<file path="src/hw/rtl/reversible_deque_defines.svh">
// assertion macros for the reversible deque
// expects clk_i and rst_ni in the scope where the macros are used
`ifndef REVERSIBLE_DEQUE_DEFINES_SVH
`define REVERSIBLE_DEQUE_DEFINES_SVH

// antecedent implies consequent in the same cycle
`define RD_ASSERT_SAME(lbl, ante, cons) \
  lbl: assert property (@(posedge clk_i) disable iff (!rst_ni) (ante) |-> (cons)) \
    else $error("deque check failed in same cycle");

// antecedent implies consequent in the next cycle
`define RD_ASSERT_NEXT(lbl, ante, cons) \
  lbl: assert property (@(posedge clk_i) disable iff (!rst_ni) (ante) |=> (cons)) \
    else $error("deque check failed in next cycle");

`endif

</file>
<file path="src/hw/rtl/rd_pkg.sv">
// shared types and codes for the reversible deque
// used by rd_ctrl, rd_dpath and reversible_deque; depends on nothing
package rd_pkg;

  localparam int DataW = 32;

  localparam logic [2:0] CMD_PUSH_FRONT = 3'd0;
  localparam logic [2:0] CMD_PUSH_BACK  = 3'd1;
  localparam logic [2:0] CMD_POP_FRONT  = 3'd2;
  localparam logic [2:0] CMD_POP_BACK   = 3'd3;

  localparam logic [1:0] STAT_OK    = 2'd0;
  localparam logic [1:0] STAT_EMPTY = 2'd1;
  localparam logic [1:0] STAT_FULL  = 2'd2;

  typedef struct packed {
    logic [2:0]              command;
    logic signed [DataW-1:0] push_value;
  } in_item_t;

  typedef struct packed {
    logic signed [DataW-1:0] pop_value;
    logic [1:0]              status;
  } out_item_t;

  typedef enum logic [1:0] {
    OP_NONE = 2'd0,
    OP_PUSH = 2'd1,
    OP_POP  = 2'd2,
    OP_FLIP = 2'd3
  } dp_op_e;

  typedef struct packed {
    dp_op_e op;
    logic   at_back;
  } dp_cmd_t;

  typedef struct packed {
    logic empty;
    logic full;
    logic reversed;
  } dp_stat_t;

endpackage

</file>
<file path="src/hw/rtl/rd_ctrl.sv">
// controller for the reversible deque: decodes commands, issues datapath ops,
// sequences the result cycle; depends on rd_pkg
module rd_ctrl (
  input  logic              clk_i,
  input  logic              rst_ni,
  input  logic              start,
  output logic              busy,
  input  logic [2:0]        command_i,
  input  rd_pkg::dp_stat_t  dp_stat_i,
  output rd_pkg::dp_cmd_t   dp_cmd_o,
  output logic              res_valid_o,
  output logic [1:0]        res_status_o
);

  typedef enum logic [1:0] {
    S_IDLE = 2'b01,
    S_RESP = 2'b10
  } state_e;

  state_e     state_q, state_d;
  logic [1:0] status_q, status_d;
  logic       accept, is_push, is_pop, side_back;

  assign accept  = start && (state_q == S_IDLE);
  assign is_push = (command_i == rd_pkg::CMD_PUSH_FRONT) ||
                   (command_i == rd_pkg::CMD_PUSH_BACK);
  assign is_pop  = (command_i == rd_pkg::CMD_POP_FRONT) ||
                   (command_i == rd_pkg::CMD_POP_BACK);
  // requested side, swapped while reversed
  assign side_back = ((command_i == rd_pkg::CMD_PUSH_BACK) ||
                      (command_i == rd_pkg::CMD_POP_BACK)) ^ dp_stat_i.reversed;

  always_comb begin
    state_d          = state_q;
    status_d         = status_q;
    dp_cmd_o.op      = rd_pkg::OP_NONE;
    dp_cmd_o.at_back = side_back;
    unique case (state_q)
      S_IDLE: begin
        if (accept) begin
          priority if (is_push) begin
            if (dp_stat_i.full) begin
              status_d = rd_pkg::STAT_FULL;
              state_d  = S_RESP;
            end else begin
              dp_cmd_o.op = rd_pkg::OP_PUSH;
            end
          end else if (is_pop) begin
            state_d = S_RESP;
            if (dp_stat_i.empty) begin
              status_d = rd_pkg::STAT_EMPTY;
            end else begin
              status_d    = rd_pkg::STAT_OK;
              dp_cmd_o.op = rd_pkg::OP_POP;
            end
          end else begin
            // any other code toggles direction
            dp_cmd_o.op = rd_pkg::OP_FLIP;
          end
        end
      end
      S_RESP: begin
        state_d = S_IDLE;
      end
      default: begin
        state_d = S_IDLE;
      end
    endcase
  end

  always_ff @(posedge clk_i or negedge rst_ni) begin
    if (!rst_ni) begin
      state_q  <= S_IDLE;
      status_q <= rd_pkg::STAT_OK;
    end else begin
      state_q  <= state_d;
      status_q <= status_d;
    end
  end

  assign busy         = (state_q != S_IDLE);
  assign res_valid_o  = (state_q == S_RESP);
  assign res_status_o = status_q;

endmodule

</file>
<file path="config.mk">
export PLATFORM = sky130hd
export DESIGN_NAME = rd_ctrl
export DESIGN_NICKNAME = d
export VERILOG_FILES = /design/src/hw/rtl/reversible_deque_defines.svh /design/src/hw/rtl/rd_pkg.sv /design/src/hw/rtl/rd_ctrl.sv
export SDC_FILE = /design/constraint.sdc
export NUM_CORES = 1
export LEC_CHECK = 0
export ABC_AREA = 1
export BUFFER_PORTS_ARGS = -buffer_cell sky130_fd_sc_hd__buf_4
export CORE_AREA = 2 2 39 41
export DETAILED_ROUTE_END_ITERATION = 6
export DIE_AREA = 0 0 41 43
export GPL_ROUTABILITY_DRIVEN = 0
export PLACE_DENSITY_LB_ADDON = 0.1
export SETUP_SLACK_MARGIN = 0.2
export SKIP_LAST_GASP = 1
export SLEW_MARGIN = 5
export SYNTH_ARGS = -nofsm -noshare
export SYNTH_HDL_FRONTEND = slang
export SYNTH_SLANG_ARGS = --single-unit
</file>
<file path="constraint.sdc">
create_clock -name clk_i -period 1.4 [get_ports clk_i]
set_input_delay 0.28 -clock clk_i [delete_from_list [all_inputs] [get_ports clk_i]]
set_output_delay 0.28 -clock clk_i [all_outputs]
set_load 0.02 [all_outputs]
</file>
Word-level counts from Yosys, hierarchy flattened
Index checks and enable logic that the tools add are counted.

storage, ports and cells
  input bits = 9
  memories = 0
  bits in latches = 0
  bits in read-only memories = 0
  bits in registers = 4
  bits in writable memories = 0

cells by class
  multiplexer cells = 14
  eq/ne operators = 10
  bitwise gates (word level) = 1
  $mul = 0
  $add $sub $neg = 0
  reduce and logical (&&, ||, !) cells = 8
  shift-type cells = 0
  divide/modulo/power cells = 0
  order comparisons = 0

operator list
  kind                                                                    count
  2-bit 2-to-1 mux                                                        12
  3-bit by 2-bit equality test with 1-bit output (second input constant)  2
  3-bit != test (second input constant)                                   2
  2-bit != test (second input constant)                                   2
  4-bit AND reduction                                                     1
  3-bit by 1-bit equality test with 1-bit output (second input constant)  1
  3-bit zero test                                                         1
  1-bit logical OR                                                        3
  3-bit AND reduction                                                     1
  2-bit by 1-bit equality test with 1-bit output (second input constant)  1
  2-bit equality test (second input constant)                             1
  1-bit 2-to-1 mux                                                        2
  2-bit by 1-bit != test with 1-bit output (second input constant)        1
  2-bit nonzero test                                                      1
  1-bit logical AND                                                       1
  1-bit XOR                                                               1

Logic depth before layout (Yosys ltp)
  depth after elaboration = 6
  mapped depth = 6
  depth with buffers taken out = 6

Least setup slack after synthesis
No wires, ideal clock.

  path kind = register to output
  start = reg state_q[0]
  end = out dp_cmd_o[1] (netlist bit)
  data arrival time = 0.922 ns
  path slack = 0.198 ns
  path buffers = 0
  stages on the path, launching flop included = 3
  cell sequence = dfstp_2 -> nand3_1 -> nor2_1

RTL lines
  element                 RTL line       RTL
  from (decl)             rd_ctrl.sv:20  state_e state_q, state_d;
  from (signal assigned)  rd_ctrl.sv:76  state_q <= state_d;
  to (decl)               rd_ctrl.sv:10  output rd_pkg::dp_cmd_t dp_cmd_o,

Worst setup path in the final report
  start = reg state_q[0]
  end = out busy

on the way
  cells in the longest elaborated chain, start to end = 1

ends and longest elaborated chain
  element                                   RTL line       RTL
  2-bit by 1-bit != test with 1-bit output  rd_ctrl.sv:81  assign busy = (state_q != S_IDLE);
  to (decl)                                 rd_ctrl.sv:7   output logic busy,

Every way passes these cells.

==> metrics.txt <==
# TYPE chip_impl_metric gauge
chip_impl_info{name="run_status",value="completed"} 1
chip_impl_metric{name="pwr-share-seq",unit=""} 0.322
chip_impl_metric{name="initial_utilization",unit=""} 0.165
chip_impl_metric{name="routed_wirelength_normalized_by_instance_count",unit="um"} 7.71
chip_impl_metric{name="post_synth.cell_area_avg",unit="um2"} 7.59
chip_impl_metric{name="yosysTopAreaCellShare",unit=""} 0.330
chip_impl_metric{name="route.antenna.remaining_nets",unit=""} 0
chip_impl_info{name="cp-end-kind",value="output pin"} 1
chip_impl_metric{name="period_minus_slack",unit="ps"} 1350
chip_impl_metric{name="dr.pass1.iters",unit=""} 1
chip_impl_metric{name="detail_route.drc_violations",unit=""} 0
chip_impl_metric{name="dpl.cell_count",unit=""} 60
chip_impl_metric{name="cts.sinks",unit=""} 4
chip_impl_metric{name="globalRouteOverflowTotal",unit=""} 0
chip_impl_metric{name="vias_per_cell",unit=""} 3.77
chip_impl_info{name="crit_path_start_kind",value="flip-flop"} 1
chip_impl_metric{name="final_min_period_over_clock_period",unit=""} 0.967
chip_impl_metric{name="fill_cells",unit=""} 165
chip_impl_metric{name="critical_path_required",unit="ps"} 1120
chip_impl_metric{name="grt_pass1_wl",unit="um"} 869
chip_impl_info{name="root_buffer_cell",value="clkbuf_4"} 1
chip_impl_metric{name="grt_pass1_vias",unit=""} 242
chip_impl_info{name="end_of_the_worst_register_to_register_path",value="res_status_o[0]"} 1
chip_impl_metric{name="final-hold-violation-count",unit=""} 0
chip_impl_metric{name="mapped_cells",unit=""} 30
chip_impl_info{name="path_class",value="reg -> out"} 1
chip_impl_metric{name="power.ir.vdd_worst",unit="uV"} 466
chip_impl_metric{name="die_y",unit="um"} 43
chip_impl_info{name="yosys-top-cells-area",value="dfrtp_1 (33%), dfstp_2 (12%), nor2_1 (9.9%), nand2_1 (8.2%), nand3_1 (6.6%)"} 1
chip_impl_metric{name="ys_seq_area_frac",unit=""} 0.445
chip_impl_metric{name="tightest_hold_margin",unit="ps"} 328
chip_impl_metric{name="diodes",unit=""} 0
chip_impl_metric{name="largest_net_degree_at_the_start_of_global_routing",unit=""} 5
chip_impl_metric{name="achievable-frequency",unit="MHz"} 738
chip_impl_metric{name="skew",unit="ps"} 5.74
chip_impl_metric{name="synthesis.nets",unit=""} 39
chip_impl_metric{name="total_power",unit="W"} 0.000426
chip_impl_metric{name="power.switching_fraction",unit=""} 0.300
chip_impl_metric{name="routed-via-count",unit=""} 249
chip_impl_metric{name="htree_num_levels",unit=""} 1
chip_impl_metric{name="ctsLongestPathBuffers",unit=""} 2
chip_impl_info{name="cts_tree",value="yes"} 1
chip_impl_info{name="unrepaired_setup_endpoints_after_global_routing",value="true"} 1
chip_impl_info{name="hold_end",value="state_q[0]"} 1
chip_impl_metric{name="cts_made_buffers",unit=""} 3
chip_impl_info{name="final_common_cell",value="buf_4"} 1
chip_impl_metric{name="wirelength",unit="um"} 509
chip_impl_metric{name="clock_pin_slew_worst_setup_and_hold_paths",unit="ps"} 40
chip_impl_metric{name="floorplan.die_area",unit="um2"} 1760
chip_impl_metric{name="cellInternalPower",unit="W"} 0.000298
chip_impl_metric{name="switchingPower",unit="W"} 0.000128
chip_impl_metric{name="power_leakage",unit="nW"} 0.226
chip_impl_metric{name="fin_area",unit="um2"} 405
chip_impl_metric{name="die_x",unit="um"} 41
chip_impl_metric{name="transition_time_at_the_pin_with_the_least_slew_margin",unit="ps"} 170
chip_impl_metric{name="final_nets",unit=""} 60
chip_impl_metric{name="timing.reg2reg.setup_slack",unit="ps"} 290
chip_impl_metric{name="synth.lib_cells_used.distinct",unit=""} 13
chip_impl_metric{name="timing_max_transition_violations_final",unit=""} 0
chip_impl_metric{name="post_layout_nonfiller_instances",unit=""} 66
chip_impl_metric{name="min_delay_path_depth",unit=""} 3
chip_impl_metric{name="setup_viol",unit=""} 0
chip_impl_metric{name="power.density_cell_area",unit="nW/um2"} 1050
chip_impl_metric{name="synth-warning-count",unit=""} 0
chip_impl_metric{name="total_of_flip_flops_plus_latches_after_synthesis",unit=""} 4
chip_impl_metric{name="arrival",unit="ps"} 1070
chip_impl_metric{name="max-cap-violations",unit=""} 0
chip_impl_metric{name="detail_route.iter0.violations",unit=""} 0
chip_impl_metric{name="comb_power_share",unit=""} 0.297
chip_impl_info{name="synth_top_area_cell",value="dfrtp_1"} 1
chip_impl_metric{name="mappedNetlistArea",unit="um2"} 228
chip_impl_info{name="regToRegStartpoint",value="state_q[0]"} 1
chip_impl_metric{name="power.clock.fraction",unit=""} 0.381
chip_impl_metric{name="drive_gt1_frac",unit=""} 0.540
chip_impl_metric{name="worst_r2r_path_depth",unit=""} 6
chip_impl_metric{name="core_area",unit="um2"} 1380
chip_impl_metric{name="dp_hpwl",unit="um"} 397
chip_impl_metric{name="slew_headroom",unit=""} 0.886
chip_impl_info{name="leading_cell_types_in_the_layout_fill_and_taps_excluded",value="buf_4 (15), nor2_1 (6), nand2_1 (5)"} 1
chip_impl_info{name="worst_hold_path_type",value="in -> reg"} 1
chip_impl_metric{name="io_buffer_count",unit=""} 15
chip_impl_metric{name="global_route.usage.total",unit=""} 0.0776
chip_impl_metric{name="placement.cell_area",unit="um2"} 353
chip_impl_metric{name="floorplan.io_pins",unit=""} 16
chip_impl_metric{name="antenna_found_initial",unit=""} 0
chip_impl_metric{name="areaGrowthSynthToFinish",unit="%"} 78.0
chip_impl_metric{name="crit_fanout",unit=""} 2
chip_impl_metric{name="worstSkewPairLatency",unit="ps"} 240
chip_impl_info{name="worst_hold_launch",value="command_i[2]"} 1
chip_impl_metric{name="std_cell_rows",unit=""} 14
## state kept, by name, indices dropped and copies added (netlist names)
name	count
res_status_o	2
state_q	2
## area by class of cell
cell class / count / area [um2] / share of cell area
flip-flops and latches: 4 / 101 / 0.250
clock buffers: 4 / 26.3 / 0.0648
inverters: 5 / 18.8 / 0.0463
repair buffers: 17 / 134 / 0.330
multi-input cells: 20 / 105 / 0.259
well taps: 16 / 20.0 / 0.0494
## synthesized netlist by cell type, drive strengths merged
| cell | count |
|---|---|
| dfrtp | 3 |
| nand2 | 7 |
| nand3 | 3 |
| buf | 1 |
| xnor2 | 1 |
| nor2 | 8 |
| dfstp | 1 |
| inv | 5 |
| a21oi | 1 |
## power by group through the flow
stage	combinational, W	sequential (W)	clock [W]
6_report	0.000127	0.000137	0.000162
5_1_grt	0.000139	0.000139	0.000181
4_1_cts	0.000129	0.000137	0.000171
3_5_place_dp	0.000120	0.000139	0
3_3_place_gp	0.000120	0.000139	0
2_1_floorplan	0.0000535	0.000151	0
## cell families after synthesis
kind of cell	synth area share
AO/OA/AOI/OAI	0.0220
XOR/XNOR	0.0385
buffers and inverters	0.115
flip-flops	0.445
AND/OR/NAND/NOR	0.379
## metal layers
| metal | vias to the layer above | GRT usage | routed length [um] |
|---|---|---|---|
| met5 | - | 0 | 0 |
| met4 | 0 | 0.100 | 0 |
| met3 | 0 | 0.0157 | 27 |
| met2 | 6 | 0.106 | 280 |
| met1 | 114 | 0.0814 | 201 |
| li1 | 129 | - | - |
## worst max path at each step
stage | startpoint | end | slack, ps
floorplan | state_q[0] | dp_cmd_o[1] | 200
global placement | state_q[0] | dp_cmd_o[1] | 230
detailed placement | state_q[0] | dp_cmd_o[1] | 210
CTS | state_q[0] | dp_cmd_o[1] | 20
global route | state_q[0] | dp_cmd_o[1] | -10
finish | state_q[0] | busy | 50
## repair_timing
item | in CTS | in global routing
buffers inserted | 1 | 0
endpoints found under the setup margin | 4 | 5
hold buffers | 1 | 0
gates resized for setup | 2 | 0
pin swaps | 3 | 0
endpoints found under the hold margin | 4 | 0
## through the flow
stage / setup WS (ps) / TNS [ps] / util
6_report: 45.9 / 0 / 0.293
3_5_place_dp: 208 / 0 / 0.255
5_1_grt: -14.1 / -23.4 / 0.293
4_1_cts: 21.8 / 0 / 0.293
3_3_place_gp: 231 / 0 / 0.255
2_1_floorplan: 198 / 0 / -
## worst max-delay path: stages (launching register included)
cell	delay, ps
dfstp_2	530
buf_4	110
nand2_2	70
buf_6	130
No activity file was read; power rests on OpenSTA's default activity.
